<file path="src/rtl/ple_pkg.sv">
package ple_pkg;

    // Default pool size
    localparam int POOL_DEPTH_DEFAULT = 128;

    // Fixed field widths
    localparam int OP_W        = 3;
    localparam int VALUE_W     = 32;
    localparam int POS_W       = 16;
    localparam int STATUS_W    = 2;
    localparam int COUNT_OUT_W = 8;

    // Operation codes
    localparam logic [OP_W-1:0] OP_APPEND  = 3'd0;
    localparam logic [OP_W-1:0] OP_PREPEND = 3'd1;
    localparam logic [OP_W-1:0] OP_INS_POS = 3'd2;
    localparam logic [OP_W-1:0] OP_INS_KEY = 3'd3;
    localparam logic [OP_W-1:0] OP_READ    = 3'd4;

    // Status codes
    localparam logic [STATUS_W-1:0] ST_OK       = 2'd0;
    localparam logic [STATUS_W-1:0] ST_FULL     = 2'd1;
    localparam logic [STATUS_W-1:0] ST_BADPOS   = 2'd2;
    localparam logic [STATUS_W-1:0] ST_NOTFOUND = 2'd3;

    // Outcome of one operation, handed from the sequencer to the output stage
    typedef struct packed {
        logic [STATUS_W-1:0] status;
        logic [VALUE_W-1:0]  read_value;
    } ple_result_t;

endpackage

</file>
<file path="src/rtl/ple_ctrl.sv">
module ple_ctrl #(
    parameter int POOL_DEPTH = ple_pkg::POOL_DEPTH_DEFAULT,
    parameter int AW         = $clog2(POOL_DEPTH),
    parameter int IW         = $clog2(POOL_DEPTH + 1)
) (
    input  logic                         aclk,
    input  logic                         aresetn,
    // Item from the input channel
    input  logic                         start,
    input  logic [ple_pkg::OP_W-1:0]     in_op,
    input  logic [ple_pkg::VALUE_W-1:0]  in_value,
    input  logic [ple_pkg::POS_W-1:0]    in_position,
    input  logic [ple_pkg::VALUE_W-1:0]  in_key,
    // Result side
    input  logic                         out_free,
    output logic                         busy,
    output logic                         done,
    output ple_pkg::ple_result_t         result,
    output logic [IW-1:0]                list_count,
    output logic [IW-1:0]                alloc_used,
    // Node memory
    output logic                         val_we,
    output logic [AW-1:0]                val_waddr,
    output logic [ple_pkg::VALUE_W-1:0]  val_wdata,
    output logic                         link_we,
    output logic [AW-1:0]                link_waddr,
    output logic [IW-1:0]                link_wdata,
    output logic                         rd_en,
    output logic [AW-1:0]                rd_addr,
    input  logic [ple_pkg::VALUE_W-1:0]  rd_value,
    input  logic [IW-1:0]                rd_link
);

    localparam logic [IW-1:0] NIL = IW'(POOL_DEPTH);
    localparam logic [IW-1:0] FULL_COUNT = IW'(POOL_DEPTH);

    localparam logic [2:0] S_IDLE   = 3'd0;
    localparam logic [2:0] S_DECODE = 3'd1;
    localparam logic [2:0] S_WALK   = 3'd2;
    localparam logic [2:0] S_LINK   = 3'd3;
    localparam logic [2:0] S_DONE   = 3'd4;

    localparam logic [1:0] WALK_COUNT = 2'd0;
    localparam logic [1:0] WALK_TAIL  = 2'd1;
    localparam logic [1:0] WALK_KEY   = 2'd2;

    logic [2:0]                    state_reg, state_next;
    logic [ple_pkg::OP_W-1:0]      op_reg, op_next;
    logic [ple_pkg::VALUE_W-1:0]   value_reg, value_next;
    logic [ple_pkg::POS_W-1:0]     pos_reg, pos_next;
    logic [ple_pkg::VALUE_W-1:0]   key_reg, key_next;
    logic [IW-1:0]                 cur_reg, cur_next;
    logic [IW-1:0]                 steps_reg, steps_next;
    logic [1:0]                    mode_reg, mode_next;
    logic [AW-1:0]                 slot_reg, slot_next;
    logic [IW-1:0]                 head_reg, head_next;
    logic [IW-1:0]                 alloc_reg, alloc_next;
    logic [IW-1:0]                 linked_reg, linked_next;
    logic [ple_pkg::STATUS_W-1:0]  status_reg, status_next;
    logic [ple_pkg::VALUE_W-1:0]   rdval_reg, rdval_next;

    logic                          pool_full;
    logic                          pos_neg;
    logic                          pos_gt_len;
    logic                          pos_ge_len;
    logic                          head_nil;
    logic                          link_nil;
    logic                          do_grab;
    logic                          do_front;
    logic                          do_walk;
    logic [1:0]                    walk_mode;
    logic [IW-1:0]                 walk_steps;
    logic [ple_pkg::VALUE_W-1:0]   cmp_a;
    logic [ple_pkg::VALUE_W-1:0]   cmp_b;
    logic                          cmp_hit;

    assign pool_full  = (alloc_reg == FULL_COUNT);
    assign pos_neg    = pos_reg[ple_pkg::POS_W-1];
    assign pos_gt_len = (pos_reg >  ple_pkg::POS_W'(linked_reg));
    assign pos_ge_len = (pos_reg >= ple_pkg::POS_W'(linked_reg));
    assign head_nil   = (head_reg == NIL);
    assign link_nil   = (rd_link == NIL);

    // Shared compare unit: step count, end of list or key match, by walk mode
    always_comb begin
        case (mode_reg)
            WALK_TAIL: begin
                cmp_a = ple_pkg::VALUE_W'(rd_link);
                cmp_b = ple_pkg::VALUE_W'(NIL);
            end
            WALK_KEY: begin
                cmp_a = rd_value;
                cmp_b = key_reg;
            end
            default: begin
                cmp_a = ple_pkg::VALUE_W'(steps_reg);
                cmp_b = '0;
            end
        endcase
    end

    assign cmp_hit = (cmp_a == cmp_b);

    // Sequencer
    always_comb begin
        state_next  = state_reg;
        op_next     = op_reg;
        value_next  = value_reg;
        pos_next    = pos_reg;
        key_next    = key_reg;
        cur_next    = cur_reg;
        steps_next  = steps_reg;
        mode_next   = mode_reg;
        slot_next   = slot_reg;
        head_next   = head_reg;
        alloc_next  = alloc_reg;
        linked_next = linked_reg;
        status_next = status_reg;
        rdval_next  = rdval_reg;

        val_we      = 1'b0;
        val_waddr   = alloc_reg[AW-1:0];
        val_wdata   = value_reg;
        link_we     = 1'b0;
        link_waddr  = alloc_reg[AW-1:0];
        link_wdata  = head_reg;
        rd_en       = 1'b0;
        rd_addr     = head_reg[AW-1:0];
        done        = 1'b0;

        do_grab     = 1'b0;
        do_front    = 1'b0;
        do_walk     = 1'b0;
        walk_mode   = WALK_COUNT;
        walk_steps  = '0;

        unique case (state_reg)
            S_IDLE: begin
                if (start) begin
                    op_next     = in_op;
                    value_next  = in_value;
                    pos_next    = in_position;
                    key_next    = in_key;
                    status_next = ple_pkg::ST_OK;
                    rdval_next  = '0;
                    state_next  = S_DECODE;
                end
            end

            S_DECODE: begin
                state_next = S_DONE;
                unique case (op_reg)
                    ple_pkg::OP_APPEND: begin
                        if (pool_full) begin
                            status_next = ple_pkg::ST_FULL;
                        end else begin
                            do_grab = 1'b1;
                            if (head_nil) begin
                                do_front = 1'b1;
                            end else begin
                                do_walk   = 1'b1;
                                walk_mode = WALK_TAIL;
                            end
                        end
                    end
                    ple_pkg::OP_PREPEND: begin
                        if (pool_full) begin
                            status_next = ple_pkg::ST_FULL;
                        end else begin
                            do_grab  = 1'b1;
                            do_front = 1'b1;
                        end
                    end
                    ple_pkg::OP_INS_POS: begin
                        if (pos_neg) begin
                            status_next = ple_pkg::ST_BADPOS;
                        end else if (pool_full) begin
                            status_next = ple_pkg::ST_FULL;
                        end else begin
                            do_grab = 1'b1;
                            if (pos_reg == '0) begin
                                do_front = 1'b1;
                            end else if (pos_gt_len) begin
                                // slot stays allocated but unlinked
                                status_next = ple_pkg::ST_BADPOS;
                            end else begin
                                do_walk    = 1'b1;
                                walk_mode  = WALK_COUNT;
                                walk_steps = IW'(pos_reg - ple_pkg::POS_W'(1));
                            end
                        end
                    end
                    ple_pkg::OP_INS_KEY: begin
                        if (pool_full) begin
                            status_next = ple_pkg::ST_FULL;
                        end else begin
                            do_grab = 1'b1;
                            if (head_nil) begin
                                do_front = 1'b1;
                            end else begin
                                do_walk   = 1'b1;
                                walk_mode = WALK_KEY;
                            end
                        end
                    end
                    ple_pkg::OP_READ: begin
                        if (pos_neg || pos_ge_len) begin
                            status_next = ple_pkg::ST_BADPOS;
                        end else begin
                            do_walk    = 1'b1;
                            walk_mode  = WALK_COUNT;
                            walk_steps = IW'(pos_reg);
                        end
                    end
                    default: begin
                    end
                endcase

                // Allocate the next slot and store the value
                if (do_grab) begin
                    val_we     = 1'b1;
                    slot_next  = alloc_reg[AW-1:0];
                    alloc_next = alloc_reg + IW'(1);
                end

                // Link the new slot in front of the head
                if (do_front) begin
                    link_we     = 1'b1;
                    link_wdata  = head_reg;
                    head_next   = alloc_reg;
                    linked_next = linked_reg + IW'(1);
                end

                // Start the walk at the head
                if (do_walk) begin
                    rd_en      = 1'b1;
                    rd_addr    = head_reg[AW-1:0];
                    cur_next   = head_reg;
                    mode_next  = walk_mode;
                    steps_next = walk_steps;
                    state_next = S_WALK;
                end
            end

            S_WALK: begin
                if (cmp_hit) begin
                    if (op_reg == ple_pkg::OP_READ) begin
                        rdval_next = rd_value;
                        state_next = S_DONE;
                    end else begin
                        // New node takes over the successor of the found node
                        link_we    = 1'b1;
                        link_waddr = slot_reg;
                        link_wdata = rd_link;
                        state_next = S_LINK;
                    end
                end else if (mode_reg == WALK_KEY && link_nil) begin
                    status_next = ple_pkg::ST_NOTFOUND;
                    state_next  = S_DONE;
                end else begin
                    // Advance one node
                    rd_en      = 1'b1;
                    rd_addr    = rd_link[AW-1:0];
                    cur_next   = rd_link;
                    steps_next = steps_reg - IW'(1);
                end
            end

            S_LINK: begin
                link_we     = 1'b1;
                link_waddr  = cur_reg[AW-1:0];
                link_wdata  = IW'(slot_reg);
                linked_next = linked_reg + IW'(1);
                state_next  = S_DONE;
            end

            S_DONE: begin
                if (out_free) begin
                    done       = 1'b1;
                    state_next = S_IDLE;
                end
            end

            default: begin
                state_next = S_IDLE;
            end
        endcase
    end

    // Control state
    always_ff @(posedge aclk) begin
        if (!aresetn) begin
            state_reg  <= S_IDLE;
            head_reg   <= NIL;
            alloc_reg  <= '0;
            linked_reg <= '0;
        end else begin
            state_reg  <= state_next;
            head_reg   <= head_next;
            alloc_reg  <= alloc_next;
            linked_reg <= linked_next;
        end
    end

    // Working registers
    always_ff @(posedge aclk) begin
        op_reg     <= op_next;
        value_reg  <= value_next;
        pos_reg    <= pos_next;
        key_reg    <= key_next;
        cur_reg    <= cur_next;
        steps_reg  <= steps_next;
        mode_reg   <= mode_next;
        slot_reg   <= slot_next;
        status_reg <= status_next;
        rdval_reg  <= rdval_next;
    end

    assign busy              = (state_reg != S_IDLE);
    assign result.status     = status_reg;
    assign result.read_value = rdval_reg;
    assign list_count        = linked_reg;
    assign alloc_used        = alloc_reg;

endmodule

</file>
<file path="config.mk">
export PLATFORM = sky130hd
export DESIGN_NAME = ple_ctrl
export DESIGN_NICKNAME = d
export VERILOG_FILES = /design/src/rtl/ple_pkg.sv /design/src/rtl/ple_ctrl.sv
export SDC_FILE = /design/constraint.sdc
export NUM_CORES = 1
export LEC_CHECK = 0
export BUFFER_PORTS_ARGS = -buffer_cell sky130_fd_sc_hd__buf_4
export CORE_AREA = 3 3 121 182
export DETAILED_ROUTE_END_ITERATION = 6
export DIE_AREA = 0 0 124 185
export PLACE_DENSITY_LB_ADDON = 0.25
export SYNTH_ARGS = -nofsm -noshare
export SYNTH_HDL_FRONTEND = slang
export SYNTH_SLANG_ARGS = --single-unit
</file>
<file path="constraint.sdc">
create_clock -name aclk -period 6.1 [get_ports aclk]
set_input_delay 0.915 -clock aclk [delete_from_list [all_inputs] [get_ports aclk]]
set_output_delay 0.915 -clock aclk [all_outputs]
set_load 0.01 [all_outputs]
</file>
-- Word level (Yosys, flattened, before mapping)
Index checks and enable logic that the tools add are counted.
- register bits: 168
- output and inout port bits: 116
- $add $sub $neg: 4
- magnitude comparators: 2
- equal/unequal tests: 29
- muxes and demuxes: 86
- reduce and logical (&&, ||, !) cells: 21
- operator list (cell ; count):
    32-bit case mux with 2 select lines ; 3
    32-bit two-way mux ; 3
    8-bit two-way mux ; 11
    8-bit case mux with 2 select lines ; 4
    7-bit two-way mux ; 8
    32-bit == test ; 1
    1-bit two-way mux ; 29
    7-bit case mux with 2 select lines ; 2
    8-bit == test (second input constant) ; 3
    2-bit two-way mux ; 11
    3-bit two-way mux ; 6
    2-bit != test (second input constant) ; 9
    8-bit by 1-bit adder with 8-bit output (second input constant) ; 2
    16-bit by 8-bit greater-or-equal comparator with 1-bit output ; 1
    16-bit by 8-bit greater-than comparator with 1-bit output ; 1
    16-bit zero test ; 1
    8-bit by 1-bit subtractor with 8-bit output (second input constant) ; 2
    3-bit case mux with 5 select lines ; 1
    3-bit by 2-bit == test with 1-bit output (second input constant) ; 4
    2-bit case mux with 3 select lines ; 2
    5-bit != test (second input constant) ; 2
    2-bit AND reduction ; 5
    3-bit != test (second input constant) ; 3
    1-bit case mux with 3 select lines ; 3
    17 further kinds ; 25

-- Depth between registers and ports, before layout
- word-level depth: 9
- depth in mapped cells: 12
- mapped depth without buffers: 9

-- Worst setup path before layout
Ideal clock, no wire load.
- kind: input -> register
- start point: input port start
- end point: register key_reg[0] in the netlist's numbering, enable pin
- data arrival time: 4.454 ns
- required time: 5.575 ns
- slack: 1.122 ns
- stages: 2
- cell sequence: nand2_1 nor2_1
- longest elaborated chain between the ends: 1
- RTL lines (element ; RTL line ; RTL):
    start, declared ; ple_ctrl.sv:9 ; input logic start,
    2-bit AND reduction (no line) ; -- ;
    end signal, assigned ; ple_ctrl.sv:310 ; key_reg <= key_next;
    end, declared ; ple_ctrl.sv:51 ; logic [ple_pkg::VALUE_W-1:0] key_reg, key_next;
No other way between the ends.
A chain may end at the register's enable or synchronous reset.

-- Worst setup path in the final report
- start point: register mode_reg[1]
- end point: output port link_waddr[3]
- longest elaborated chain between the ends: 5
- elaborated cells on any way between the ends: 7
- classes of those cells: eq/ne (3); mux (4)
- RTL lines (element ; RTL line ; RTL):
    start, declared ; ple_ctrl.sv:54 ; logic [1:0] mode_reg, mode_next;
    start signal, assigned ; ple_ctrl.sv:313 ; mode_reg <= mode_next;
    2-bit == test / 2-bit by 1-bit == test with 1-bit output (equally long branches) ; ple_ctrl.sv:86 ; case (mode_reg)
    32-bit case mux with 2 select lines ; ple_ctrl.sv:86 ;
    32-bit == test (*) ; ple_ctrl.sv:102 ; assign cmp_hit = (cmp_a == cmp_b);
    7-bit two-way mux (*) ; ple_ctrl.sv:246 ; if (cmp_hit) begin
    7-bit case mux with 2 select lines (*) ; ple_ctrl.sv:137 ; unique case (state_reg)
    end, declared ; ple_ctrl.sv:26 ; output logic [AW-1:0] link_waddr,
Mark *: on every way between the ends. The rest lies on a longest branch, timed or not.

==> reports/summary.txt <==
Pre-CTS WS -> 1.66 ns
Core ar. -> 0.0205 mm2
Root Driver -> clkbuf_16
Synth top area cells -> edfxtp_1 54%, dfxtp_1 6.9%, and2_1 3.1%
Power Total -> 2.64 mW
Gp weighted congestion -> 0.847
Hpwl dp -> 15600 um
Synthesized area -> 0.00779 mm2
Critical path class -> reg2out
Synth Flop Type -> edfxtp_1
Antenna Cells -> 0
Worst EP required -> 5.18 ns
MaxCap Viol Count -> 0
Final hold vios -> 0
Htree depth -> 4
Outcome -> completed
Metal2 WL -> 11200 um
WP buf/inv -> 1
DIE AREA -> 0.0229 mm2
Via count -> 5879
Crit path launch type -> flop
Ys async rst share -> 0%
Hold Buf Count CTS -> 0
Post-CTS setup buffer count -> 0
Cell count after placement -> 1108
Post-CTS resize count -> 0
Antenna violations before repair -> 0
Fin area -> 0.0104 mm2
Seq cells post-synth -> 168
Syn-to-layout area delta -> 33.5%
Adder-Cell Fraction of Synth Area -> 2.41%
Clock Latency Late Sink -> 0.43 ns
Synth top cells by count -> 141 x edfxtp_1, 50 x nand2_1, 40 x nor2_1, 38 x and2_1, 27 x dfxtp_1
YS warnings -> 0
Layout net count -> 1005
Crit-path leading delay family -> simple AND/OR/NAND/NOR gates
Final Hold Slack -> 0.530 ns
Post-Synth Simple-Gate Area -> 15.9%
Row count -> 64
DRC -> 0
Pwr/cell area -> 254 mW/mm2
WL/cell -> 18.1 um
GRT overflow -> 0
Slew @ Worst Pin -> 1.14 ns
Yosys cell types -> 61
Drt first pass iters -> 4
CTS tree -> done
Worst setup EP type -> output port
# setup viols final -> 0
Period utilization -> 77.2%
GRT Overall Usage -> 18.3%
CTS clock-pin slew for the worst setup and hold paths -> 0.06 ns
Max Used Layer -> met4
Worst Hold Class -> reg2reg
Worst path max stage delay -> 0.68 ns
Main combinational cell family by area after synthesis -> simple AND/OR/NAND/NOR gates
Unrepaired setup endpoints after global routing -> false
Setup_tns -> 0 ns
Vias per inst -> 5.17
# port buffers -> 242
Post-Syn Nets -> 772
Xor/xnor share of the synthesized area -> 5.06%
Yosys top cell by area -> edfxtp_1
Largest net degree at the start of global routing -> 84
Gate Count Post-Synth -> 630
Final core occ -> 50.7%
Crit path max fanout -> 17
Post-route ant nets -> 0
VDD IR max -> 0.211 mV
First-pass GRT wire length -> 31600 um
Die Ht -> 185 um
Syn avg cell area -> 12.4 um2
Clk sink count -> 168
I/O Pins -> 243
Post-route setup slack -> 1.39 ns
Fin. max-slew vios -> 0
CTS Buf Count -> 17
Mux cell area share after synthesis -> 2.31%
Die Width -> 124 um
Crit path arrival time -> 3.80 ns
CTS Buffer Depth -> 2
Max-slew headroom -> 24.3%
Vias in the first global route -> 5952
Placed Area -> 0.00984 mm2
CP max-delay cell -> nor3_2
CP cell instances -> ha_1, a221oi_1, nor3_1, nor4b_1, o32a_1, nand4_1, nor3_2, a221o_1, buf_4
Met1 Wirelength -> 7150 um
Share of cells above drive strength 1 -> 33.9%
Sequential fraction of the synthesis area -> 61.3%
Max Clock Skew -> 0.00683 ns
LEAKAGE -> 4.23 nW
Synth top area share -> 54.3%
Synth Area in Compound Gates -> 9.87%
Initial Util -> 38.0%
Post-synth EDFFs -> 141
Achievable Freq -> 212 MHz
Final Critical Period -> 4.71 ns
First-iteration detailed-routing DRC count -> 329
WL final -> 20600 um
Met3 wire length -> 1570 um
Dominant cell by count in the synthesized netlist -> edfxtp_1
Non-Filler Instances -> 1137
-- path summary, 6_finish.rpt --
path / startpoint / end / slack (ns) / cells after the start
hold / removal: head_reg[7] / head_reg[7] / 0.53 / 2
setup reg to reg: mode_reg[1] / rdval_reg[13] / 2.42 / 8
setup / recovery: mode_reg[1] / link_waddr[3] / 1.39 / 9
hold reg to reg: head_reg[7] / head_reg[7] / 0.53 / 2
-- worst reg2reg max path, cell delays in order (launching register included) --
cell and delay, ns:
edfxtp_1 0.39, ha_1 0.41, a221oi_1 0.57, nor3_1 0.09, nor4b_1 0.37, o32a_1 0.26
and4_4 0.25, nand2_1 0.10, o22ai_4 0.83
-- cells in the final DEF, fill, tap and decap left out, drive strengths merged, types with 4 or more instances in the layout --
cell,n
nor3b,4
ha,15
o21ai,19
xor2,23
xnor2,22
or3,6
nor2,40
nand2,50
nor2b,9
nor4,9
and3,24
o22ai,11
nand3,5
mux2i,9
nand2b,8
nor4b,7
nor3,11
clkbuf,20
a221o,17
inv,23
a21oi,18
mux2,8
dfxtp,27
o211ai,4
and2,38
nand4,7
a31oi,5
edfxtp,141
buf,246
-- metal layers --
layer,vias up,global-route usage [%]
met3,41,5.84
li1,2807,-
met2,223,33.5
met4,0,8.20
met1,2808,18.5
met5,-,0
-- cell type report --
cell class / instances / area [um2]
fillers: 1863 / 10100
flip-flops and latches: 168 / 4770
multi-input cells: 407 / 2800
repair buffers: 246 / 1850
clock buffers: 20 / 437
well taps: 264 / 330
clock inverters: 9 / 129
inverters: 23 / 86.3
-- cell families (layout without fill, tap and decap cells) --
family / after synthesis / count (layout)
xor+xnor: 45 / 45
compound gates: 104 / 104
fa+ha+maj: 15 / 15
simple gates: 226 / 226
mux: 17 / 17
flops: 168 / 168
buf+inv: 55 / 298
-- power by group --
group	internal [mW]	switching, mW
logic	0.122	0.117
registers	1.31	0.0321
clock network	0.634	0.424
No activity file was read; power rests on OpenSTA's default activity.
